===== src/rtl/cartesian_to_spherical_defines.svh =====
// Assertion macros for the cartesian to spherical converter.
// Needs clk and rst in the scope where a macro is used.
`ifndef CARTESIAN_TO_SPHERICAL_DEFINES_SVH
`define CARTESIAN_TO_SPHERICAL_DEFINES_SVH
`ifndef NO_ASSERTIONS
// Check cons in the same cycle as ante.
`define CS_ASSERT_NOW(label, ante, cons) \
  label: assert property (@(posedge clk) disable iff (rst) (ante) |-> (cons)) \
    else $error("c2s: assertion failed");
// Check cons in the cycle after ante.
`define CS_ASSERT_NEXT(label, ante, cons) \
  label: assert property (@(posedge clk) disable iff (rst) (ante) |=> (cons)) \
    else $error("c2s: assertion failed");
`else
`define CS_ASSERT_NOW(label, ante, cons)
`define CS_ASSERT_NEXT(label, ante, cons)
`endif
`endif


===== src/rtl/c2s_pkg.sv =====
// Shared types, widths and constants for the cartesian to spherical converter.
// No dependencies.
package c2s_pkg;

  localparam int COORD_WIDTH       = 16;
  localparam int CORDIC_STAGES_DEF = 16;
  localparam int TABLE_LEN         = 24;

  localparam int ANGLE_W    = 16;
  localparam int RANGE_W    = 16;
  localparam int FRAC_SHIFT = 16;
  // vector width: coordinate scaled by 2^16 plus headroom for two CORDIC gains
  localparam int DATA_W     = COORD_WIDTH + 20;
  localparam int ACC_W      = 34;
  localparam int GAIN_W     = 18;
  localparam int DEG_W      = 32;
  localparam int SQ_PAIRS   = COORD_WIDTH + 1;
  localparam int SQ_N_W     = 2 * SQ_PAIRS;
  localparam int SQ_REM_W   = SQ_PAIRS + 2;

  localparam logic signed [ACC_W-1:0]   HALF_PI_Q30     = ACC_W'(1686629713);
  localparam logic signed [GAIN_W-1:0]  GAIN_Q16        = GAIN_W'(107922);
  localparam logic signed [DEG_W-1:0]   DEG_PER_RAD_Q24 = DEG_W'(961263669);
  localparam logic signed [ANGLE_W-1:0] RAD_LIMIT       = ANGLE_W'(25736);
  localparam logic signed [ANGLE_W-1:0] DEG_LIMIT       = ANGLE_W'(11520);
  localparam logic [RANGE_W-1:0]        RANGE_MAX       = '1;

  typedef struct packed {
    logic signed [COORD_WIDTH-1:0] x_coord;
    logic signed [COORD_WIDTH-1:0] y_coord;
    logic signed [COORD_WIDTH-1:0] z_coord;
  } c2s_point_t;

  typedef struct packed {
    logic signed [ANGLE_W-1:0] azimuth;
    logic signed [ANGLE_W-1:0] elevation;
    logic [RANGE_W-1:0]        range;
    logic                      azimuth_valid;
    logic                      elevation_valid;
  } c2s_result_t;

  // Everything one point carries along the cell chain
  typedef struct packed {
    logic                     az_ok;
    logic                     el_ok;
    logic signed [DATA_W-1:0] vx;
    logic signed [DATA_W-1:0] vy;
    logic signed [DATA_W-1:0] ez;
    logic signed [ACC_W-1:0]  az_acc;
    logic signed [ACC_W-1:0]  el_acc;
    logic [SQ_N_W-1:0]        sq_n;
    logic [SQ_REM_W-1:0]      sq_rem;
    logic [SQ_PAIRS-1:0]      sq_root;
  } c2s_cell_t;

  // atan(2^-i) in radians Q30, truncated
  function automatic logic signed [ACC_W-1:0] atan_q30(input int idx);
    case (idx)
      0:  return ACC_W'(32'h3243F6A8);
      1:  return ACC_W'(32'h1DAC6705);
      2:  return ACC_W'(32'h0FADBAFC);
      3:  return ACC_W'(32'h07F56EA6);
      4:  return ACC_W'(32'h03FEAB76);
      5:  return ACC_W'(32'h01FFD55B);
      6:  return ACC_W'(32'h00FFFAAA);
      7:  return ACC_W'(32'h007FFF55);
      8:  return ACC_W'(32'h003FFFEA);
      9:  return ACC_W'(32'h001FFFFD);
      10: return ACC_W'(32'h000FFFFF);
      11: return ACC_W'(32'h0007FFFF);
      12: return ACC_W'(32'h0003FFFF);
      13: return ACC_W'(32'h0001FFFF);
      14: return ACC_W'(32'h0000FFFF);
      15: return ACC_W'(32'h00007FFF);
      16: return ACC_W'(32'h00003FFF);
      17: return ACC_W'(32'h00001FFF);
      18: return ACC_W'(32'h00000FFF);
      19: return ACC_W'(32'h000007FF);
      20: return ACC_W'(32'h000003FF);
      21: return ACC_W'(32'h000001FF);
      22: return ACC_W'(32'h000000FF);
      23: return ACC_W'(32'h0000007F);
      default: return '0;
    endcase
  endfunction

endpackage


===== src/rtl/c2s_prep.sv =====
// Entry cell: scales the point, turns it into the right half plane, forms x^2+y^2+z^2.
// Depends on c2s_pkg.
module c2s_prep import c2s_pkg::*; (
  input  logic       clk,
  input  logic       rst,
  input  logic       in_valid,
  input  c2s_point_t in_point,
  input  logic       down_hold,
  output logic       hold,
  output logic       out_valid,
  output c2s_cell_t  out_data
);

  logic                                  valid;
  c2s_cell_t                             data;
  c2s_cell_t                             data_next;
  logic signed [COORD_WIDTH-1:0]         x;
  logic signed [COORD_WIDTH-1:0]         y;
  logic signed [COORD_WIDTH-1:0]         z;
  logic signed [DATA_W-1:0]              cx;
  logic signed [DATA_W-1:0]              cy;
  logic signed [2*COORD_WIDTH-1:0]       sq_x;
  logic signed [2*COORD_WIDTH-1:0]       sq_y;
  logic signed [2*COORD_WIDTH-1:0]       sq_z;
  logic signed [COORD_WIDTH+GAIN_W-1:0]  ez_prod;

  assign hold = valid & down_hold;

  always_comb begin
    x = in_point.x_coord;
    y = in_point.y_coord;
    z = in_point.z_coord;
    cx = DATA_W'(x) <<< FRAC_SHIFT;
    cy = DATA_W'(y) <<< FRAC_SHIFT;
    sq_x = x * x;
    sq_y = y * y;
    sq_z = z * z;
    ez_prod = z * GAIN_Q16;

    data_next.az_ok = (x != '0) || (y != '0);
    data_next.el_ok = (x != '0) || (y != '0) || (z != '0);
    data_next.ez = DATA_W'(ez_prod);
    data_next.el_acc = '0;
    data_next.sq_n = SQ_N_W'($unsigned(sq_x)) + SQ_N_W'($unsigned(sq_y))
                   + SQ_N_W'($unsigned(sq_z));
    data_next.sq_rem = '0;
    data_next.sq_root = '0;
    // left half plane: rotate by a quarter turn first
    if (x[COORD_WIDTH-1]) begin
      if (!y[COORD_WIDTH-1]) begin
        data_next.vx = cy;
        data_next.vy = -cx;
        data_next.az_acc = HALF_PI_Q30;
      end else begin
        data_next.vx = -cy;
        data_next.vy = cx;
        data_next.az_acc = -HALF_PI_Q30;
      end
    end else begin
      data_next.vx = cx;
      data_next.vy = cy;
      data_next.az_acc = '0;
    end
  end

  always_ff @(posedge clk) begin
    if (rst) begin
      valid <= 1'b0;
    end else if (!hold) begin
      valid <= in_valid;
    end
  end

  always_ff @(posedge clk) begin
    if (!hold && in_valid) begin
      data <= data_next;
    end
  end

  assign out_valid = valid;
  assign out_data  = data;

endmodule


===== config.mk =====
export PLATFORM = sky130hd
export DESIGN_NAME = c2s_prep
export DESIGN_NICKNAME = d
export VERILOG_FILES = /design/src/rtl/cartesian_to_spherical_defines.svh /design/src/rtl/c2s_pkg.sv /design/src/rtl/c2s_prep.sv
export SDC_FILE = /design/constraint.sdc
export NUM_CORES = 2
export LEC_CHECK = 0
export ABC_AREA = 1
export ABC_CLOCK_PERIOD_IN_PS = 9750
export BUFFER_PORTS_ARGS = -buffer_cell sky130_fd_sc_hd__buf_2
export CORE_ASPECT_RATIO = 0.6
export CORE_MARGIN = 10
export CORE_UTILIZATION = 58
export DETAILED_ROUTE_END_ITERATION = 16
export GPL_TIMING_DRIVEN = 0
export PLACE_DENSITY = 0.85
export RECOVER_POWER = 25
export SETUP_SLACK_MARGIN = 0.02
export SYNTH_ARGS = -nofsm -noshare
export SYNTH_HDL_FRONTEND = slang
export SYNTH_SLANG_ARGS = --single-unit

===== constraint.sdc =====
create_clock -name clk -period 9.75 [get_ports clk]
set_clock_uncertainty 0.15 [all_clocks]
set_input_delay 2.4375 -clock clk [delete_from_list [all_inputs] [get_ports clk]]
set_output_delay 2.4375 -clock clk [all_outputs]
set_load 0.05 [all_outputs]

# Word level (Yosys, flattened, before mapping)
# Index checks and enable logic that the tools add are counted.
totals:
  regBits: 176
  inputBits: 52
  output_inout_bits: 250
  word_cells: 32
classes:
  n_addsub: 4
  multipliers: 4
  n_mux: 3
  n_bitwise: 2
  n_reduce_logical: 9
ops:
  columns: ["cell", "n"]
  rows:
  - ["67-bit 2-to-1 mux", 2]
  - ["16-bit by 16-bit multiplier with 32-bit output", 3]
  - ["32-bit negation with 36-bit output", 2]
  - ["16-bit nonzero test", 3]
  - ["33-bit by 32-bit adder with 34-bit output", 1]
  - ["34-bit 2-to-1 mux", 1]
  - ["32-bit by 32-bit adder with 33-bit output", 1]
  - ["16-bit by 17-bit multiplier with 33-bit output, second input constant", 1]
  - ["1-bit logical OR", 2]
  - ["2-bit AND reduction", 1]
  - ["2-bit OR reduction", 1]
  - ["1-bit bitwise AND", 1]
  - ["1-bit logical AND", 1]
  - ["1-bit logical NOT", 1]
  - ["1-bit NOT", 1]

# Logic depth before layout (Yosys ltp)
logic_depth:
  word_depth: 3
  ltp_mapped: 40
  ltp_nobuf: 38

# Worst setup path before layout
# Ideal clock, no wire load.
synth_path:
  path_kind: "input-to-reg"
  from: "input port in_point[31] (netlist bit)"
  to: "register data (netlist bit out_data[68]), data pin"
  setup_ns: 0.253
  t_arrival_ns: 8.949
  required_time_ns: 9.347
  path_slack_ns: 0.399
  path_stages: 31
  path_buffers: 3
  cell_sequence: "buf_2 buf_2 buf_2 nand2_1 fa_1 inv_1 fa_1 inv_1 fa_1 fa_1 inv_1 fa_1 fa_1 ha_1 nand2_2 nor2_1 inv_1 nor2_2 nand4_1 nand4_1 nand2_1 fa_1 inv_1 ha_1 nand2_1 nor2_1 nand2_1 nor3_1 nand2_1 nand3_1 nand2_1"
synth_lines:
  columns: ["element", "line", "text"]
  rows:
  - ["start: declaration", "c2s_prep.sv:7", "input c2s_point_t in_point,"]
  - ["end signal: assignment", "c2s_prep.sv:76", "data <= data_next;"]
  - ["end: declaration", "c2s_prep.sv:15", "c2s_cell_t data;"]

==> impl_metrics.json <==
{
  "cts_hold_buf": 0,
  "cts_tree": "built",
  "failed_checks": "max-capacitance violations, max-slew violations",
  "fin_cells": 6773,
  "die_y_um": 231,
  "fillers": 6033,
  "drtIter0Drc": 4383,
  "hold_viol": 0,
  "crit_slowest_cell": "fa_1",
  "synth.area.top_cells": "fa_1 38%, inv_1 14%, ha_1 13%",
  "grt_pass1_vias": 35951,
  "ys_warn_count": 0,
  "drc": 0,
  "cts_sinks": 113,
  "grt.total_usage_pct": 30.8,
  "die_x_um": 371,
  "ys_ff_latch": 113,
  "synth.avg_cell_area_um2": 7.89,
  "routed_wl_um": 133000,
  "clk_path_buf_depth": 2,
  "antenna_found_initial": 2,
  "synthCells": 5448,
  "root_buffer": "clkbuf_16",
  "path_buf_inv": 9,
  "regArea_mm2": 0.00338,
  "multi_input_area_mm2": 0.0336,
  "setup_ws_ns": 0.0367,
  "ant_nets": 0,
  "r2r_cells": 5,
  "diodes": 0,
  "finalNetCount": 7090,
  "yosysTopAreaCell": "fa_1",
  "r2r_setup_slack_ns": 5.14,
  "crit_type": "in2reg",
  "cpPeakStageDelay_ns": 0.62,
  "cp_top_family": "adder cells",
  "hold-path-endpoint": "out_valid",
  "cts_max_level": 4,
  "r2r-end": "out_data[207]",
  "hold_depth": 2,
  "synth-edff-count": 112,
  "outcome": "finished, violations left",
  "drv_cap": 3,
  "fin_crit_sh_pct": 99.6,
  "final_layout_size_suffix_gt1_share_pct": 13.0,
  "fmax_mhz": 103,
  "async_flop_share_pct": 0,
  "cp.required_ns": 9.86,
  "ys.flop_type": "edfxtp_1",
  "drv_slew": 62,
  "cts_made_buffers": 17,
  "grt_max_degree": 38,
  "worstMarginPinSlew_ns": 2.00,
  "arrival_ns": 9.82,
  "synth_top_area_share_pct": 38.1,
  "min_from": "out_valid",
  "relSlewSlack_pct": -33.6,
  "vias_per_cell": 5.35,
  "area_growth_pct": 11.7,
  "start_util_pct": 58.5,
  "ys_types": 50,
  "r2r_start": "out_valid",
  "die_area_mm2": 0.0857,
  "syn_area_mm2": 0.0430,
  "crit_fanout": 10,
  "grt_pass1_wl_um": 203000,
  "routabilityCongestion": 1.05,
  "std_cell_rows": 77,
  "num_vias": 36223,
  "path_clk_slew_ns": 0.07,
  "core_area_mm2": 0.0735,
  "period_needed_ns": 9.71,
  "ios": 302,
  "grt_remaining_overflow": 0,
  "finalSetupViolCount": 0,
  "post-place-ws_ns": -1.66,
  "clk_latency_ns": 0.50,
  "cp-start-kind": "input port",
  "rsz0062_at_grt": "yes",
  "hp-class": "reg2reg",
  "seq_area_frac_synth_pct": 7.87,
  "wl_per_cell_um": 19.7,
  "first_pass_iters": 6,
  "portBuffers": 186,
  "placedCellCount": 6731,
  "crit_path_frequent_cell": "fa_1",
  "hpwl_um": 115000,
  "cp-end-kind": "flip-flop"
}
==> synth_stat cells, types with 28 or more instances <==
cell      instances
ha_1            447
xor2_1           64
buf_2            28
clkbuf_1         42
nand2_1        1208
edfxtp_1        112
fa_1            818
nor3_1           29
a21oi_1         130
buf_4           136
xnor2_1          50
nor2_1          225
nand3_1         190
inv_1          1642
o21ai_0          74
nand4_1          60
==> cell families after synthesis <==
logic type	after synthesis	share of synthesized area, %
other cells	1	0.00873
flops	113	7.87
compound gates	272	3.53
buf+inv	1884	17.7
simple gates	1799	17.4
xor+xnor	114	2.32
fa+ha+maj	1265	51.1
==> layer usage <==
metal | up-vias | routed length [um] | track usage (%)
met2 | 2170 | 52100 | 39.9
met4 | 12 | 2840 | 6.82
met5 | - | 274 | 0.509
met1 | 17513 | 53900 | 43.9
li1 | 16332 | - | -
met3 | 196 | 24200 | 17.3
==> stage by stage <==
stage / util (%) / TNS (ns) / cell area (um^2) / hold slack (ns)
2_1_floorplan: - / 0 / 43400 / 0.543
3_3_place_gp: 61.9 / -156.27 / 45500 / 0.303
3_5_place_dp: 62.1 / -27.31 / 45600 / 0.349
4_1_cts: 63.5 / -0.0714 / 46700 / 0.357
5_1_grt: 65.3 / -0.369 / 48000 / 0.409
6_report: 65.3 / 0 / 48000 / 0.385
==> final cells by class <==
cell class                      count  area share [%]
Sequential cell                   113            7.05
Multi-Input combinational cell   3557            69.9
Clock buffer                       17           0.886
Buffer                            222            3.95
Timing Repair Buffer              207            2.39
Clock inverter                     15           0.227
Tap cell                          987            2.57
Inverter                         1655            13.0
==> worst min-delay path: stages (launching register included) <==
cell	delay, ns
dfxtp_1	0.31
nand2_1	0.09
a21oi_1	0.09
==> sequential cells by signal, summed over array words and instances, names as in the netlist <==
signal / cells
out_data: 112
out_valid: 1
==> worst max path at each step <==
stage	start	end	slack, ns	cells past startpoint
2_1_floorplan	in_point[31]	out_data[68]	0.40	31
3_3_place_gp	in_point[31]	out_data[66]	-1.66	32
3_5_place_dp	in_point[31]	out_data[66]	-1.66	32
4_1_cts	in_point[15]	out_data[66]	-0.07	32
5_1_grt	in_point[32]	out_data[66]	-0.09	36
6_report	in_point[33]	out_data[51]	0.04	28
==> layout by cell type, fill, tap and decap left out, types with 20 or more instances in the layout <==
cell type | netlist | final
buf_6 | 0 | 40
inv_1 | 1642 | 1624
o21bai_1 | 26 | 23
edfxtp_1 | 112 | 112
nand2_1 | 1208 | 1160
buf_4 | 136 | 169
ha_4 | 0 | 25
buf_2 | 28 | 170
fa_1 | 818 | 804
clkbuf_4 | 0 | 20
nand2_2 | 11 | 51
o21ai_0 | 74 | 71
xnor2_1 | 50 | 43
a21oi_1 | 130 | 108
nor2_1 | 225 | 195
nand4_1 | 60 | 60
nand3_1 | 190 | 178
nor2_2 | 24 | 38
conb_1 | 1 | 107
ha_1 | 447 | 398
xor2_1 | 64 | 56
ha_2 | 0 | 24
==> repair_timing <==
item	in CTS	in global routing
resized for setup	198	365
pin swaps	5	37
setup endpoints to repair	21	22
buffers inserted	2	15
Power is not shown: default switching activity piles up to over one toggle a cycle in this logic, so the estimate is an artifact.
