--- src/rtl/cartesian_to_spherical_defines.svh ---
// Assertion macros for the cartesian to spherical converter.
// Needs clk and rst in the scope where a macro is used.
`ifndef CARTESIAN_TO_SPHERICAL_DEFINES_SVH
`define CARTESIAN_TO_SPHERICAL_DEFINES_SVH
`ifndef NO_ASSERTIONS
// Check cons in the same cycle as ante.
`define CS_ASSERT_NOW(label, ante, cons) \
  label: assert property (@(posedge clk) disable iff (rst) (ante) |-> (cons)) \
    else $error("c2s: assertion failed");
// Check cons in the cycle after ante.
`define CS_ASSERT_NEXT(label, ante, cons) \
  label: assert property (@(posedge clk) disable iff (rst) (ante) |=> (cons)) \
    else $error("c2s: assertion failed");
`else
`define CS_ASSERT_NOW(label, ante, cons)
`define CS_ASSERT_NEXT(label, ante, cons)
`endif
`endif

--- src/rtl/c2s_pkg.sv ---
// Shared types, widths and constants for the cartesian to spherical converter.
// No dependencies.
package c2s_pkg;

  localparam int COORD_WIDTH       = 16;
  localparam int CORDIC_STAGES_DEF = 16;
  localparam int TABLE_LEN         = 24;

  localparam int ANGLE_W    = 16;
  localparam int RANGE_W    = 16;
  localparam int FRAC_SHIFT = 16;
  // vector width: coordinate scaled by 2^16 plus headroom for two CORDIC gains
  localparam int DATA_W     = COORD_WIDTH + 20;
  localparam int ACC_W      = 34;
  localparam int GAIN_W     = 18;
  localparam int DEG_W      = 32;
  localparam int SQ_PAIRS   = COORD_WIDTH + 1;
  localparam int SQ_N_W     = 2 * SQ_PAIRS;
  localparam int SQ_REM_W   = SQ_PAIRS + 2;

  localparam logic signed [ACC_W-1:0]   HALF_PI_Q30     = ACC_W'(1686629713);
  localparam logic signed [GAIN_W-1:0]  GAIN_Q16        = GAIN_W'(107922);
  localparam logic signed [DEG_W-1:0]   DEG_PER_RAD_Q24 = DEG_W'(961263669);
  localparam logic signed [ANGLE_W-1:0] RAD_LIMIT       = ANGLE_W'(25736);
  localparam logic signed [ANGLE_W-1:0] DEG_LIMIT       = ANGLE_W'(11520);
  localparam logic [RANGE_W-1:0]        RANGE_MAX       = '1;

  typedef struct packed {
    logic signed [COORD_WIDTH-1:0] x_coord;
    logic signed [COORD_WIDTH-1:0] y_coord;
    logic signed [COORD_WIDTH-1:0] z_coord;
  } c2s_point_t;

  typedef struct packed {
    logic signed [ANGLE_W-1:0] azimuth;
    logic signed [ANGLE_W-1:0] elevation;
    logic [RANGE_W-1:0]        range;
    logic                      azimuth_valid;
    logic                      elevation_valid;
  } c2s_result_t;

  // Everything one point carries along the cell chain
  typedef struct packed {
    logic                     az_ok;
    logic                     el_ok;
    logic signed [DATA_W-1:0] vx;
    logic signed [DATA_W-1:0] vy;
    logic signed [DATA_W-1:0] ez;
    logic signed [ACC_W-1:0]  az_acc;
    logic signed [ACC_W-1:0]  el_acc;
    logic [SQ_N_W-1:0]        sq_n;
    logic [SQ_REM_W-1:0]      sq_rem;
    logic [SQ_PAIRS-1:0]      sq_root;
  } c2s_cell_t;

  // atan(2^-i) in radians Q30, truncated
  function automatic logic signed [ACC_W-1:0] atan_q30(input int idx);
    case (idx)
      0:  return ACC_W'(32'h3243F6A8);
      1:  return ACC_W'(32'h1DAC6705);
      2:  return ACC_W'(32'h0FADBAFC);
      3:  return ACC_W'(32'h07F56EA6);
      4:  return ACC_W'(32'h03FEAB76);
      5:  return ACC_W'(32'h01FFD55B);
      6:  return ACC_W'(32'h00FFFAAA);
      7:  return ACC_W'(32'h007FFF55);
      8:  return ACC_W'(32'h003FFFEA);
      9:  return ACC_W'(32'h001FFFFD);
      10: return ACC_W'(32'h000FFFFF);
      11: return ACC_W'(32'h0007FFFF);
      12: return ACC_W'(32'h0003FFFF);
      13: return ACC_W'(32'h0001FFFF);
      14: return ACC_W'(32'h0000FFFF);
      15: return ACC_W'(32'h00007FFF);
      16: return ACC_W'(32'h00003FFF);
      17: return ACC_W'(32'h00001FFF);
      18: return ACC_W'(32'h00000FFF);
      19: return ACC_W'(32'h000007FF);
      20: return ACC_W'(32'h000003FF);
      21: return ACC_W'(32'h000001FF);
      22: return ACC_W'(32'h000000FF);
      23: return ACC_W'(32'h0000007F);
      default: return '0;
    endcase
  endfunction

endpackage

--- src/rtl/c2s_cell.sv ---
// One cell of the chain: a CORDIC micro-rotation and one square-root digit, each where IDX selects it.
// Depends on c2s_pkg.
module c2s_cell import c2s_pkg::*; #(
  parameter int IDX        = 0,
  parameter int STAGES_RUN = CORDIC_STAGES_DEF
) (
  input  logic      clk,
  input  logic      rst,
  input  logic      in_valid,
  input  c2s_cell_t in_data,
  input  logic      down_hold,
  output logic      hold,
  output logic      out_valid,
  output c2s_cell_t out_data
);

  localparam bit IS_AZ    = (IDX < STAGES_RUN);
  localparam bit IS_EL    = (IDX >= STAGES_RUN) && (IDX < 2 * STAGES_RUN);
  localparam bit FIRST_EL = (IDX == STAGES_RUN);
  localparam bit SQ_ON    = (IDX < SQ_PAIRS);
  localparam int SHIFT    = IS_AZ ? IDX : (IS_EL ? IDX - STAGES_RUN : 0);
  localparam logic signed [ACC_W-1:0] STEP = atan_q30(SHIFT);

  logic                     valid;
  c2s_cell_t                data;
  c2s_cell_t                data_next;
  logic signed [DATA_W-1:0] x_in;
  logic signed [DATA_W-1:0] y_in;
  logic signed [DATA_W-1:0] dx;
  logic signed [DATA_W-1:0] dy;
  logic signed [DATA_W-1:0] x_rot;
  logic signed [DATA_W-1:0] y_rot;
  logic signed [ACC_W-1:0]  step_signed;
  logic [SQ_REM_W-1:0]      rem_sh;
  logic [SQ_REM_W-1:0]      trial;
  logic                     sq_take;

  assign hold = valid & down_hold;

  always_comb begin
    data_next = in_data;
    x_in = in_data.vx;
    // elevation pass starts from (planar length, scaled z)
    y_in = FIRST_EL ? in_data.ez : in_data.vy;
    dx = y_in >>> SHIFT;
    dy = x_in >>> SHIFT;
    if (!y_in[DATA_W-1]) begin
      x_rot = x_in + dx;
      y_rot = y_in - dy;
      step_signed = STEP;
    end else begin
      x_rot = x_in - dx;
      y_rot = y_in + dy;
      step_signed = -STEP;
    end
    if (IS_AZ) begin
      data_next.vx = x_rot;
      data_next.vy = y_rot;
      data_next.az_acc = in_data.az_acc + step_signed;
    end else if (IS_EL) begin
      data_next.vx = x_rot;
      data_next.vy = y_rot;
      data_next.el_acc = in_data.el_acc + step_signed;
    end

    // restoring square root, one result bit per cell while IDX < SQ_PAIRS
    rem_sh = {in_data.sq_rem[SQ_REM_W-3:0], in_data.sq_n[SQ_N_W-1 -: 2]};
    trial = {in_data.sq_root, 2'b01};
    sq_take = (rem_sh >= trial);
    if (SQ_ON) begin
      data_next.sq_rem = sq_take ? (rem_sh - trial) : rem_sh;
      data_next.sq_root = {in_data.sq_root[SQ_PAIRS-2:0], sq_take};
      data_next.sq_n = in_data.sq_n << 2;
    end
  end

  always_ff @(posedge clk) begin
    if (rst) begin
      valid <= 1'b0;
    end else if (!hold) begin
      valid <= in_valid;
    end
  end

  always_ff @(posedge clk) begin
    if (!hold && in_valid) begin
      data <= data_next;
    end
  end

  assign out_valid = valid;
  assign out_data  = data;

endmodule

--- config.mk ---
export PLATFORM = sky130hd
export DESIGN_NAME = c2s_cell
export DESIGN_NICKNAME = d
export VERILOG_FILES = /design/src/rtl/cartesian_to_spherical_defines.svh /design/src/rtl/c2s_pkg.sv /design/src/rtl/c2s_cell.sv
export SDC_FILE = /design/constraint.sdc
export NUM_CORES = 1
export LEC_CHECK = 0
export BUFFER_PORTS_ARGS = -buffer_cell sky130_fd_sc_hd__clkbuf_2
export CELL_PAD_IN_SITES_DETAIL_PLACEMENT = 0
export CELL_PAD_IN_SITES_GLOBAL_PLACEMENT = 1
export CORE_AREA = 2 2 198 200
export DETAILED_ROUTE_END_ITERATION = 8
export DIE_AREA = 0 0 200 202
export HOLD_SLACK_MARGIN = 0.05
export PLACE_DENSITY_LB_ADDON = 0.05
export REMOVE_ABC_BUFFERS = 1
export SLEW_MARGIN = 5
export SYNTH_ARGS = -nofsm -noshare
export SYNTH_HDL_FRONTEND = slang
export SYNTH_SLANG_ARGS = --single-unit
--- constraint.sdc ---
create_clock -name clk -period 28.3 [get_ports clk]
set_input_delay 2.83 -clock clk [delete_from_list [all_inputs] [get_ports clk]]
set_output_delay 2.83 -clock clk [all_outputs]
set_load 0.005 [all_outputs]
-- After elaboration in Yosys (flattened, before gate mapping)
Index checks and enable logic that the tools add are counted.
- logic and storage cells: 24
- bits in registers: 247
- reductions and logical operators: 2
- muxes and demuxes: 4
- bitwise gates (word level): 1
- add/sub/neg operators: 5
- magnitude comparators: 1
- operators with widths (operator ; count):
    36-bit two-way mux ; 2
    36-bit subtractor ; 2
    36-bit adder ; 1
    34-bit adder ; 1
    34-bit two-way mux ; 1
    19-bit greater-or-equal comparator ; 1
    19-bit two-way mux ; 1
    19-bit subtractor ; 1
    1-bit AND ; 1
    1-bit logical AND ; 1
    1-bit logical NOT ; 1

-- Logic depth before layout (Yosys ltp)
- word-level depth: 3
- gate-level depth with buffers: 14

-- Worst setup path before layout
No wires, ideal clock.
- path kind: input to register
- from: input port down_hold
- to: register data, in the netlist out_data[0] (enable)
- slack: 13592 ps
- library setup time: 884 ps
- required time: 27416 ps
- cell stages on the path: 2
- arrival: 13823 ps
- path through: and2_1 nor2b_1
- cells in the longest elaborated chain, start to end: 3
- ends and longest elaborated chain (item ; line ; text):
    start: declaration ; c2s_cell.sv:11 ; input logic down_hold,
    1-bit AND ; c2s_cell.sv:38 ; assign hold = valid & down_hold;
    1-bit logical NOT ; c2s_cell.sv:86 ; if (!hold && in_valid) begin
    1-bit logical AND ; c2s_cell.sv:86 ;
    end signal: assignment ; c2s_cell.sv:87 ; data <= data_next;
    end: declaration ; c2s_cell.sv:25 ; c2s_cell_t data;
No other way between the ends.
A chain may end at the register's enable or synchronous reset.

==> insert_results.sql <==
INSERT INTO impl_metrics (metric_group, metric, value, unit) VALUES
('timing', 'final.period_utilization', '21.9', '%'),
('critical_path', 'slowest_cell_on_the_critical_path', 'sky130_fd_sc_hd__a2111oi_0', ''),
('yosys', 'post_synthesis_area_per_instance', '10.2', 'sq um'),
('power_and_ir_drop', 'p_total', '1.17', 'mW'),
('global_route', 'grt_pass1_wl', '84800', 'um'),
('timing', 'timing.fmax', '0.161', 'GHz'),
('yosys', 'seq_area_frac_synth', '45.6', '%'),
('final_layout', 'layout_commonest_cell', 'sky130_fd_sc_hd__clkbuf_2', ''),
('drt', 'remaining_drc_errors', '0', ''),
('placed_design', 'placed_wire_length_estimate', '47900', 'um'),
('clocking', 'hold_buffers', '0', ''),
('run', 'max_cap_viol_count', '0', ''),
('floorplanning', 'coreArea', '38300', 'sq um'),
('timing', 'worst_pin_slew', '0.953', 'ns'),
('timing', 'finalSetupTns', '0', 'ns'),
('clocking', 'max-clock-path-buffers', '3', ''),
('clocking', 'clock_pin_slew_of_the_registers_on_the_worst_case_setup_and_hold_paths', '0.06', 'ns'),
('final_layout', 'drive_gt1_share', '27.7', '%'),
('drt', 'avgViaCountPerCell', '5.43', ''),
('timing', 'report.final.hold_viol_count', '0', ''),
('yosys', 'synth_seq_cells', '246', ''),
('global_route', 'grt.overflow.total', '0', ''),
('clocking', 'cts_made_buffers', '30', ''),
('final_layout', 'layout.cells.most_common_list', 'sky130_fd_sc_hd__clkbuf_2, sky130_fd_sc_hd__edfxtp_1, sky130_fd_sc_hd__a21oi_1', ''),
('floorplanning', 'dieArea', '40400', 'sq um'),
('clocking', 'cts_setup_buffers', '0', ''),
('clocking', 'clock_latency_on_the_worst_skew_pair', '0.58', 'ns'),
('critical_path', 'worst_path_max_stage_delay', '0.56', 'ns'),
('hold_path', 'holdCritPathClass', 'flip-flop to flip-flop', ''),
('timing', 'number_of_setup_violations_in_the_final_report', '0', ''),
('final_layout', 'instances_no_fill', '2612', ''),
('critical_path', 'critPathRequiredTime', '28.61', 'ns'),
('critical_path', 'setup.worst_path.start_class', 'primary input', ''),
('status', 'status', 'finished clean', ''),
('floorplanning', 'die-width', '200', 'um'),
('final_layout', 'fin_nets', '2472', ''),
('drt', 'average_detailed_routed_wire_length_per_instance', '22.8', 'um'),
('floorplanning', 'floorplan.io_pins', '502', ''),
('floorplanning', 'initial_core_util', '42.3', '%'),
('power_and_ir_drop', 'pwr_density_cell', '58.0', 'nW/um^2'),
('critical_path', 'crit_path_cell_trace', 'clkbuf_2 -> inv_1 -> ha_1 -> a21oi_1 -> nand2_1 -> o21ai_0 -> o21ai_0 -> a211oi_1 -> o21ai_0 -> a2111oi_0 -> a211oi_1 -> xor2_1', ''),
('yosys', 'post_synth_arst_share', '0', '%'),
('yosys', 'synth_cell_type_count', '79', ''),
('global_route', 'grt_antenna_before_repair', '8', ''),
('placed_design', 'placed_area', '19100', 'sq um'),
('timing', 'fin_crit', '6.20', 'ns'),
('drt', 'drt_pre_antenna_iters', '6', ''),
('critical_path', 'path_common_cell', 'sky130_fd_sc_hd__o21ai_0', ''),
('yosys', 'synthesized_instance_count', '1582', ''),
('timing', 'rsz0062_at_grt', 'no', ''),
('final_layout', 'layout-area-overhead-vs-synth', '25.1', '%'),
('yosys', 'yosys_warning_total', '0', ''),
('critical_path', 'critPathMaxFanout', '12', ''),
('clocking', 'ctsHtreeMaxLevel', '1', ''),
('yosys', 'mappedNetlistArea', '16200', 'sq um'),
('placed_design', 'routabilityCongestion', '0.948', ''),
('clocking', 'cts_resized', '0', ''),
('drt', 'drt_iter0_markers', '891', ''),
('floorplanning', 'std_cell_rows', '72', ''),
('global_route', 'grt_max_degree', '170', ''),
('timing', 'final-max-slew-violation-count', '0', ''),
('yosys', 'number_of_flops_mapped_to_enable_cells_by_yosys', '245', ''),
('power_and_ir_drop', 'worst_ir_drop_vdd', '0.0467', 'mV'),
('clocking', 'cts_num_sinks', '246', ''),
('floorplanning', 'die_height', '202', 'um'),
('timing', 'worst_clock_skew', '0.0160', 'ns'),
('final_layout', 'final_core_util', '52.9', '%'),
('yosys', 'synth_ff_type', 'sky130_fd_sc_hd__edfxtp_1', ''),
('global_route', 'grt_pass1_vias', '13500', ''),
('critical_path', 'path_class', 'primary input to flip-flop', ''),
('critical_path', 'critical_path_arrival', '6.50', 'ns');
-- worst paths after layout --
check,from,end,slack (ns),depth (start not counted)
worst max-delay path,in_data[179],out_data[239]$_DFFE_PP_,22.10,12
worst min-delay path,out_valid$_SDFFE_PP0N_,out_valid$_SDFFE_PP0N_,0.69,3
worst max register to register,out_valid$_SDFFE_PP0N_,out_data[231]$_DFFE_PP_,26.26,3
worst min register to register,out_valid$_SDFFE_PP0N_,out_valid$_SDFFE_PP0N_,0.69,3
-- worst max-delay path: cells and delay by family --
family                   cells  cell delay, ns
AND/OR/NAND/NOR              1            0.10
buffers and inverters        2            0.16
AO/OA/AOI/OAI                7            2.77
XOR/XNOR                     1            0.17
adder cells (fa/ha/maj)      1            0.47
-- power by group --
group	internal (mW)	switching [mW]
Clock	0.259	0.164
Combinational	0.115	0.176
Sequential	0.449	0.0103
-- cell usage after synthesis, drive strengths merged (18+ instances only) --
cell type	number	area share [%]
a21o	57	2.6
a21oi	181	5.6
buf	28	0.89
clkbuf	26	0.60
edfxtp	245	45
ha	153	12
inv	139	3.2
mux2i	19	1.2
nand2	63	1.5
nand3	20	0.65
nor2	134	3.1
nor2b	18	0.70
nor3	21	0.65
o21ai	101	3.1
o21bai	20	0.93
xnor2	83	4.5
xor2	26	1.4
-- layout make-up --
| type | instances | area [sq um] |
|---|---|---|
| Multi-Input combinational cell | 1142 | 8050 |
| Antenna cell | 7 | 17.5 |
| Clock inverter | 22 | 317 |
| Inverter | 141 | 529 |
| Clock buffer | 34 | 766 |
| Fill cell | 3553 | 18000 |
| Timing Repair Buffer | 502 | 2540 |
| Tap cell | 518 | 648 |
| Sequential cell | 246 | 7380 |
-- logic make-up after synthesis --
kind of cell               after synthesis  synth area share [%]
buffers and inverters                  195                  4.76
adders and majority gates              157                  12.3
xor gates and xnor gates               109                  5.90
and+or+nand+nor                        349                  10.4
other                                    1                0.0232
DFF                                    246                  45.6
muxes                                   25                  1.59
AOI/OAI and AO/OA                      500                  19.4
-- per-stage QoR --
stage	worst slack, ns	hold slack [ns]
2_1_floorplan	13.59	0.624
6_report	22.10	0.689
3_3_place_gp	21.56	0.659
3_5_place_dp	21.57	0.665
4_1_cts	22.17	0.678
5_1_grt	21.76	0.728
-- layer usage --
layer | vias to the layer above | share of wire, % | GRT usage (%)
li1 | 6745 | - | -
met1 | 6845 | 43 | 37.4
met2 | 514 | 48 | 47.3
met3 | 63 | 7.3 | 5.07
met4 | 4 | 2.5 | 8.44
met5 | - | 0.045 | 0
-- flip-flops by register name, indices dropped and copies added (netlist names) --
| register | flops |
|---|---|
| out_data | 245 |
| out_valid | 1 |
Note: power is estimated with default switching activity, not from simulation.
