==> config.mk <==
export PLATFORM = sky130hd
export DESIGN_NAME = c2s_format
export DESIGN_NICKNAME = d
export VERILOG_FILES = /design/src/rtl/cartesian_to_spherical_defines.svh /design/src/rtl/c2s_pkg.sv /design/src/rtl/c2s_format.sv
export SDC_FILE = /design/constraint.sdc
export NUM_CORES = 2
export LEC_CHECK = 0
export BUFFER_PORTS_ARGS = -buffer_cell sky130_fd_sc_hd__clkbuf_2
export CAP_MARGIN = 20
export CORE_ASPECT_RATIO = 0.6
export CORE_MARGIN = 2
export CORE_UTILIZATION = 49
export DETAILED_ROUTE_END_ITERATION = 16
export GPL_TIMING_DRIVEN = 0
export PLACE_DENSITY = 0.67
export SLEW_MARGIN = 10
export SYNTH_ARGS = -nofsm -noshare
export SYNTH_HDL_FRONTEND = slang
export SYNTH_SLANG_ARGS = --single-unit
==> constraint.sdc <==
create_clock -name clk -period 34.4 [get_ports clk]
set_input_delay 6.88 -clock clk [delete_from_list [all_inputs] [get_ports clk]]
set_output_delay 6.88 -clock clk [all_outputs]
set_load 0.01 [all_outputs]
==> src/rtl/cartesian_to_spherical_defines.svh <==
// Assertion macros for the cartesian to spherical converter.
// Needs clk and rst in the scope where a macro is used.
`ifndef CARTESIAN_TO_SPHERICAL_DEFINES_SVH
`define CARTESIAN_TO_SPHERICAL_DEFINES_SVH
`ifndef NO_ASSERTIONS
// Check cons in the same cycle as ante.
`define CS_ASSERT_NOW(label, ante, cons) \
  label: assert property (@(posedge clk) disable iff (rst) (ante) |-> (cons)) \
    else $error("c2s: assertion failed");
// Check cons in the cycle after ante.
`define CS_ASSERT_NEXT(label, ante, cons) \
  label: assert property (@(posedge clk) disable iff (rst) (ante) |=> (cons)) \
    else $error("c2s: assertion failed");
`else
`define CS_ASSERT_NOW(label, ante, cons)
`define CS_ASSERT_NEXT(label, ante, cons)
`endif
`endif

==> src/rtl/c2s_pkg.sv <==
// Shared types, widths and constants for the cartesian to spherical converter.
// No dependencies.
package c2s_pkg;

  localparam int COORD_WIDTH       = 16;
  localparam int CORDIC_STAGES_DEF = 16;
  localparam int TABLE_LEN         = 24;

  localparam int ANGLE_W    = 16;
  localparam int RANGE_W    = 16;
  localparam int FRAC_SHIFT = 16;
  // vector width: coordinate scaled by 2^16 plus headroom for two CORDIC gains
  localparam int DATA_W     = COORD_WIDTH + 20;
  localparam int ACC_W      = 34;
  localparam int GAIN_W     = 18;
  localparam int DEG_W      = 32;
  localparam int SQ_PAIRS   = COORD_WIDTH + 1;
  localparam int SQ_N_W     = 2 * SQ_PAIRS;
  localparam int SQ_REM_W   = SQ_PAIRS + 2;

  localparam logic signed [ACC_W-1:0]   HALF_PI_Q30     = ACC_W'(1686629713);
  localparam logic signed [GAIN_W-1:0]  GAIN_Q16        = GAIN_W'(107922);
  localparam logic signed [DEG_W-1:0]   DEG_PER_RAD_Q24 = DEG_W'(961263669);
  localparam logic signed [ANGLE_W-1:0] RAD_LIMIT       = ANGLE_W'(25736);
  localparam logic signed [ANGLE_W-1:0] DEG_LIMIT       = ANGLE_W'(11520);
  localparam logic [RANGE_W-1:0]        RANGE_MAX       = '1;

  typedef struct packed {
    logic signed [COORD_WIDTH-1:0] x_coord;
    logic signed [COORD_WIDTH-1:0] y_coord;
    logic signed [COORD_WIDTH-1:0] z_coord;
  } c2s_point_t;

  typedef struct packed {
    logic signed [ANGLE_W-1:0] azimuth;
    logic signed [ANGLE_W-1:0] elevation;
    logic [RANGE_W-1:0]        range;
    logic                      azimuth_valid;
    logic                      elevation_valid;
  } c2s_result_t;

  // Everything one point carries along the cell chain
  typedef struct packed {
    logic                     az_ok;
    logic                     el_ok;
    logic signed [DATA_W-1:0] vx;
    logic signed [DATA_W-1:0] vy;
    logic signed [DATA_W-1:0] ez;
    logic signed [ACC_W-1:0]  az_acc;
    logic signed [ACC_W-1:0]  el_acc;
    logic [SQ_N_W-1:0]        sq_n;
    logic [SQ_REM_W-1:0]      sq_rem;
    logic [SQ_PAIRS-1:0]      sq_root;
  } c2s_cell_t;

  // atan(2^-i) in radians Q30, truncated
  function automatic logic signed [ACC_W-1:0] atan_q30(input int idx);
    case (idx)
      0:  return ACC_W'(32'h3243F6A8);
      1:  return ACC_W'(32'h1DAC6705);
      2:  return ACC_W'(32'h0FADBAFC);
      3:  return ACC_W'(32'h07F56EA6);
      4:  return ACC_W'(32'h03FEAB76);
      5:  return ACC_W'(32'h01FFD55B);
      6:  return ACC_W'(32'h00FFFAAA);
      7:  return ACC_W'(32'h007FFF55);
      8:  return ACC_W'(32'h003FFFEA);
      9:  return ACC_W'(32'h001FFFFD);
      10: return ACC_W'(32'h000FFFFF);
      11: return ACC_W'(32'h0007FFFF);
      12: return ACC_W'(32'h0003FFFF);
      13: return ACC_W'(32'h0001FFFF);
      14: return ACC_W'(32'h0000FFFF);
      15: return ACC_W'(32'h00007FFF);
      16: return ACC_W'(32'h00003FFF);
      17: return ACC_W'(32'h00001FFF);
      18: return ACC_W'(32'h00000FFF);
      19: return ACC_W'(32'h000007FF);
      20: return ACC_W'(32'h000003FF);
      21: return ACC_W'(32'h000001FF);
      22: return ACC_W'(32'h000000FF);
      23: return ACC_W'(32'h0000007F);
      default: return '0;
    endcase
  endfunction

endpackage

==> src/rtl/c2s_format.sv <==
// Output cells: angle scaling to radians or degrees, range rounding, result register.
// Depends on c2s_pkg.
module c2s_format import c2s_pkg::*; (
  input  logic        clk,
  input  logic        rst,
  input  logic        angle_in_degrees,
  input  logic        in_valid,
  input  c2s_cell_t   in_data,
  input  logic        down_hold,
  output logic        hold,
  output logic        out_valid,
  output c2s_result_t out_result
);

  localparam int HI_W      = ACC_W - FRAC_SHIFT;
  localparam int PH_W      = HI_W + DEG_W;
  localparam int PL_W      = FRAC_SHIFT + 1 + DEG_W;
  localparam int PROD_W    = ACC_W + DEG_W + 2;
  localparam int RAD_SHIFT = FRAC_SHIFT + 1;
  localparam int DEG_SHIFT = 48;
  localparam logic signed [ACC_W:0]    RAD_BIAS = (ACC_W+1)'(1) <<< FRAC_SHIFT;
  localparam logic signed [PROD_W-1:0] DEG_BIAS = PROD_W'(1) <<< (DEG_SHIFT - 1);

  typedef struct packed {
    logic                      az_ok;
    logic                      el_ok;
    logic signed [ANGLE_W-1:0] az_rad;
    logic signed [ANGLE_W-1:0] el_rad;
    logic signed [PH_W-1:0]    az_ph;
    logic signed [PL_W-1:0]    az_pl;
    logic signed [PH_W-1:0]    el_ph;
    logic signed [PL_W-1:0]    el_pl;
    logic [RANGE_W-1:0]        range;
  } fmt_stage_t;

  function automatic logic signed [ANGLE_W-1:0] sat_angle(
    input logic signed [PROD_W-1:0]  v,
    input logic signed [ANGLE_W-1:0] lim
  );
    logic signed [PROD_W-1:0] lim_w;
    lim_w = PROD_W'(lim);
    if (v > lim_w) begin
      return lim;
    end else if (v < -lim_w) begin
      return -lim;
    end
    return ANGLE_W'(v);
  endfunction

  function automatic logic signed [ANGLE_W-1:0] rad_angle(input logic signed [ACC_W-1:0] a);
    logic signed [ACC_W:0] ra;
    logic signed [ACC_W:0] rq;
    ra = {a[ACC_W-1], a};
    ra = ra + RAD_BIAS;
    rq = ra >>> RAD_SHIFT;
    return sat_angle(PROD_W'(rq), RAD_LIMIT);
  endfunction

  function automatic logic signed [ANGLE_W-1:0] deg_angle(
    input logic signed [PH_W-1:0] ph,
    input logic signed [PL_W-1:0] pl
  );
    logic signed [PROD_W-1:0] sum;
    logic signed [PROD_W-1:0] q;
    sum = (PROD_W'(ph) <<< FRAC_SHIFT) + PROD_W'(pl) + DEG_BIAS;
    q = sum >>> DEG_SHIFT;
    return sat_angle(q, DEG_LIMIT);
  endfunction

  logic                          st_valid;
  fmt_stage_t                    st;
  fmt_stage_t                    st_next;
  logic                          hold_a;
  logic                          hold_b;
  logic                          res_valid;
  c2s_result_t                   res;
  c2s_result_t                   res_next;
  logic signed [HI_W-1:0]        az_hi;
  logic signed [HI_W-1:0]        el_hi;
  logic signed [FRAC_SHIFT:0]    az_lo;
  logic signed [FRAC_SHIFT:0]    el_lo;
  logic                          round_up;
  logic [SQ_PAIRS:0]             rnd;

  assign hold_b = res_valid & down_hold;
  assign hold_a = st_valid & hold_b;
  assign hold   = hold_a;

  // first cell: radian result and degree partial products, range rounding
  always_comb begin
    az_hi = in_data.az_acc[ACC_W-1:FRAC_SHIFT];
    el_hi = in_data.el_acc[ACC_W-1:FRAC_SHIFT];
    az_lo = {1'b0, in_data.az_acc[FRAC_SHIFT-1:0]};
    el_lo = {1'b0, in_data.el_acc[FRAC_SHIFT-1:0]};
    st_next.az_ok = in_data.az_ok;
    st_next.el_ok = in_data.el_ok;
    st_next.az_rad = rad_angle(in_data.az_acc);
    st_next.el_rad = rad_angle(in_data.el_acc);
    st_next.az_ph = az_hi * DEG_PER_RAD_Q24;
    st_next.az_pl = az_lo * DEG_PER_RAD_Q24;
    st_next.el_ph = el_hi * DEG_PER_RAD_Q24;
    st_next.el_pl = el_lo * DEG_PER_RAD_Q24;
    // round to nearest: remainder above root means past the half point
    round_up = (in_data.sq_rem > SQ_REM_W'(in_data.sq_root));
    rnd = (SQ_PAIRS+1)'(in_data.sq_root) + (SQ_PAIRS+1)'(round_up);
    st_next.range = (rnd > (SQ_PAIRS+1)'(RANGE_MAX)) ? RANGE_MAX : rnd[RANGE_W-1:0];
  end

  // second cell: combine partials and pick the unit
  always_comb begin
    res_next.azimuth_valid = st.az_ok;
    res_next.elevation_valid = st.el_ok;
    res_next.range = st.range;
    if (!st.az_ok) begin
      res_next.azimuth = '0;
    end else if (angle_in_degrees) begin
      res_next.azimuth = deg_angle(st.az_ph, st.az_pl);
    end else begin
      res_next.azimuth = st.az_rad;
    end
    if (!st.el_ok) begin
      res_next.elevation = '0;
    end else if (angle_in_degrees) begin
      res_next.elevation = deg_angle(st.el_ph, st.el_pl);
    end else begin
      res_next.elevation = st.el_rad;
    end
  end

  always_ff @(posedge clk) begin
    if (rst) begin
      st_valid  <= 1'b0;
      res_valid <= 1'b0;
    end else begin
      if (!hold_a) begin
        st_valid <= in_valid;
      end
      if (!hold_b) begin
        res_valid <= st_valid;
      end
    end
  end

  always_ff @(posedge clk) begin
    if (!hold_a && in_valid) begin
      st <= st_next;
    end
    if (!hold_b && st_valid) begin
      res <= res_next;
    end
  end

  assign out_valid  = res_valid;
  assign out_result = res;

endmodule

Word level (Yosys, flattened, before mapping) --
Cells that the tools add are included.
Storage, ports and cells: register bits 292, input bits 253, output and inout bits 52, logic and storage cells 69
Operators by class: $add $sub $neg 7, $mul 4, $lt $le $gt $ge 10, multiplexer cells 26, bitwise gates (word level) 2, reduce and logical (&&, ||, !) cells 4
Operators with widths (number):
- 16-bit 2-to-1 mux | 14
- 66-bit by 49-bit adder with 67-bit output (second input constant) | 2
- 65-bit by 47-bit adder with 66-bit output | 2
- 18-bit by 31-bit multiplier with 49-bit output (second input constant) | 2
- 16-bit by 30-bit multiplier with 46-bit output (second input constant) | 2
- 34-bit by 18-bit adder with 35-bit output (second input constant) | 2
- 18-bit by 16-bit > comparator with 1-bit output (second input constant) | 3
- 19-bit by 15-bit > comparator with 1-bit output (second input constant) | 2
- 19-bit by 15-bit < comparator with 1-bit output (second input constant) | 2
- 18-bit by 16-bit < comparator with 1-bit output (second input constant) | 2
- 19-bit by 17-bit > comparator with 1-bit output | 1
- 17-bit by 1-bit adder with 18-bit output | 1
- 1-bit 2-to-1 mux | 12
- 1-bit AND | 2
- 1-bit logical AND | 2
- 1-bit zero test | 2

Depth between registers and ports, before layout --
word-level depth 9, gate-level depth with buffers 24, depth with buffers taken out 24

Worst setup path after synthesis --
Ideal clock, no wire load.
path kind input to register, from input down_hold, to register st, in the netlist res_next[0], enable pin, library setup time 0.803 ns, data arrival time 16.260 ns, required time 33.597 ns, setup slack 17.338 ns, stages 2, buffers on the path 0, cells stage by stage and3_1 -> nor2b_1
On the way: cells in the longest elaborated chain, start to end 4
RTL lines:
- start: declaration | line c2s_format.sv:9 | input logic down_hold,
- 1-bit AND | line c2s_format.sv:85 | assign hold_b = res_valid & down_hold;
- 1-bit AND | line c2s_format.sv:86 | assign hold_a = st_valid & hold_b;
- 1-bit zero test | line c2s_format.sv:145 | if (!hold_a && in_valid) begin
- 1-bit logical AND | line c2s_format.sv:145
- end signal: assignment | line c2s_format.sv:146 | st <= st_next;
- end: declaration | line c2s_format.sv:71 | fmt_stage_t st;
Every way passes these cells. A chain may end at the register's enable or synchronous reset.

Worst setup path after layout --
from input down_hold, to output hold
On the way: cells in the longest elaborated chain, start to end 2
RTL lines:
- 1-bit AND | line c2s_format.sv:85
- 1-bit AND | line c2s_format.sv:86
- end: declaration | line c2s_format.sv:10 | output logic hold,
Every way passes these cells.

==> metrics.yaml <==
outcome:
  status: "finished, final reports clean"
clock_tree:
  root_buffer: "clkbuf_16"
  ctsResizeCount: 0
  clock_sinks: 260
  htreeDepth: 1
  clockBufferDepth: 3
  hold_buffers: 0
  postCtsSetupBuffers: 0
  clk_latency_ns: 0.60
  cts_buffers: 26
  clk_pin_slew_worst_paths_ns: 0.07
  tritoncts: "built"
min_path:
  min_from: "res_next[2]$_SDFFCE_PN1P_"
  hold_class: "flop to flop"
  holdPathStages: 0
  hold-path-endpoint: "out_result[2]$_DFFE_PP_"
critical_path:
  worstSetupPathType: "input pin to output port"
  endpoint_kind: "output port"
  cp-start-kind: "input pin"
  crit_fanout: 3
  rrSetupSlack_ns: 29.83
  timing.rr.end: "out_result[36]$_SDFFCE_PN0P_"
  crit_buf_inv: 2
  crit_path_max_incr_delay_ns: 0.26
  path_cells: "clkbuf_2, and3_1, clkbuf_2"
  cp.required_ns: 27.52
  cp_data_arrival_time_ns: 7.43
  crit_family: "buffers and inverters"
  timing.rr.start: "st[185]$_DFFE_PP_"
  crit_slowest_cell: "and3_1"
  r2r_cells: 12
  crit_path_frequent_cell: "clkbuf_2"
synthesis:
  ys.flop_type: "edfxtp_1"
  synth.ff_latch_count: 260
  synth-edff-count: 258
  synth.distinct_cells: 79
  yosys_warnings: 0
  async_flop_share_pct: 0
  ys_seq_area_share_pct: 16.9
  synthCells: 4464
  syn-mean-instance-area_um2: 10.3
  netlist_area_mm2: 0.0460
  synth_nets: 6285
sta:
  maxSlewViolCount: 0
  skew_ns: 0.0320
  holdWs_ns: 0.417
  finalSetupViolations: 0
  fmax_mhz: 69.9
  setup_tns_ns: 0
  timing.final.crit_share_pct: 41.6
  min_period_ns: 14.31
  worst_slew_pin_slew_ns: 0.910
  hold_viol_final: 0
  slew_headroom_pct: 39.0
  fin_ws_ns: 20.09
  rsz0062_at_grt: "false"
global_routing:
  grt_pass1_wl_mm: 191
  grt_max_degree: 31
  antenna_found_initial: 2
  overflow: 0
  grt.total_usage_pct: 26.1
  grt_pass1_vias: 32200
placed_design:
  post-dp-hpwl_mm: 107
  port_buffers: 162
  place_congestion: 1.06
  dp_slack_ns: 19.97
routing:
  wl_mm: 122
  first_pass_iters: 5
  vias: 31900
  wl_per_cell_um: 20.6
  dr.first_iter.drc_count: 2546
  drc: 0
  via_per_inst: 5.39
  drtAntennaViolNets: 0
final_layout:
  num_antenna_cells: 0
  utilization_pct: 53.5
  nets: 6485
  drive_gt1_share_pct: 5.34
  syn2layout_area_growth_pct: 7.46
floorplanning:
  io_pins: 305
  die_w_um: 399
  core_area_mm2: 0.0924
  initial_core_util_pct: 49.7
  die-area_mm2: 0.0964
  row_count: 86
  die_h_um: 241
job:
  timing.max_cap.violations: 0
[metrics by stage]
stage | area [um^2] | std cells
finish | 49400 | 5915
global route | 49400 | 5915
CTS | 49400 | 5915
detailed placement | 48600 | 5868
global placement | 48300 | 5858
floorplan | 46000 | 4464
[layout by cell type (no fill, tap or decap), types with 11 or more instances in the layout]
master and count:
nand2b_1 22, nand4_1 38, o211ai_1 22, o21bai_1 25
o21a_1 36, o2111ai_1 11, xnor2_1 149, inv_1 1230
a21oi_1 185, clkbuf_1 15, clkbuf_16 26, o21ai_0 98
nand2_1 144, edfxtp_1 258, a21o_1 96, nor4_1 14
nor3_1 48, nor2_1 135, a211oi_1 16, and2_1 15
fa_1 692, o31ai_1 14, a31oi_1 27, xor2_1 51
and3_1 24, ha_1 876, nand3_1 55, clkbuf_2 162
nor2b_1 17
[worst max path at each step]
stage	slack [ns]	cells after the start	to	from
floorplan	17.34	2	res_next[0]$_DFFE_PP_	down_hold
global placement	12.57	3	st[155]$_DFFE_PP_	down_hold
detailed placement	19.97	21	st[112]$_DFFE_PP_	in_data[86]
CTS	20.10	3	hold	down_hold
global route	20.06	3	hold	down_hold
finish	20.09	3	hold	down_hold
[area by class of cell]
type                       count  area, um^2
inverter                    1230        4620
timing repair buffer         172        1020
multi-input combinational   2960       33500
tap                         1232        1540
clock buffer                  32         693
sequential                   260        7790
clock inverter                15         154
fill                        8207       43000
buffer                        14        62.6
[synth_stat cells (all sizes together), types with 6 or more instances]
cell type	n	area, um^2
nand3	56	285
and3	24	150
o31ai	15	118
nor4	16	121
o21ai	108	541
a2111oi	7	80.1
xnor2	149	1310
o211ai	22	165
nand2	144	541
a31oi	27	169
or3	6	37.5
fa	692	13900
nand4	39	250
a21o	96	721
a32o	9	90.1
ha	876	11000
nand2b	22	138
o2111ai	11	96.3
clkbuf	11	41.3
o21bai	25	188
xor2	51	447
a21oi	185	926
and4	6	52.6
and2	16	103
edfxtp	258	7750
nor2b	18	113
nor3	52	275
nor2	135	507
inv	1230	4620
or2	12	75.1
a211o	7	61.3
a21boi	9	67.6
a211oi	17	133
o21a	36	270
[sequential cells by signal, indices dropped and copies added, names as in the netlist]
| register | flops |
|---|---|
| out_valid | 1 |
| st_valid | 1 |
| res_next | 18 |
| out_result | 50 |
| st | 190 |
[kinds of logic (layout without fill, tap and decap cells)]
logic type               after synthesis  after routing  synth area share (%)
AO/OA/AOI/OAI                        622            622                  8.86
XOR/XNOR                             200            200                  3.81
adder cells (fa/ha/maj)             1568           1568                  54.0
buffers and inverters               1244           1463                  10.2
flip-flops                           260            260                  16.9
multiplexers                           3              3                0.0653
AND/OR/NAND/NOR                      567            567                  6.19
[worst register-to-register path: cells and delay by family, from the launching register on]
| kind | cells | cell delay, ns |
|---|---|---|
| buffers and inverters | 1 | 0.25 |
| flip-flops | 1 | 0.40 |
| adder cells (fa/ha/maj) | 1 | 0.35 |
| AND/OR/NAND/NOR | 2 | 0.45 |
| AO/OA/AOI/OAI | 8 | 2.87 |
[routing by layer]
metal / up-vias / track usage [%] / part of all wire, %
li1: 14900 / - / -
met1: 15700 / 41.8 / 49
met2: 1174 / 33.8 / 37
met3: 60 / 10.1 / 13
met4: 4 / 2.15 / 0.73
met5: - / 0 / 0.017
Power is not shown: default switching activity piles up to over one toggle a cycle in this logic, so the estimate is an artifact.
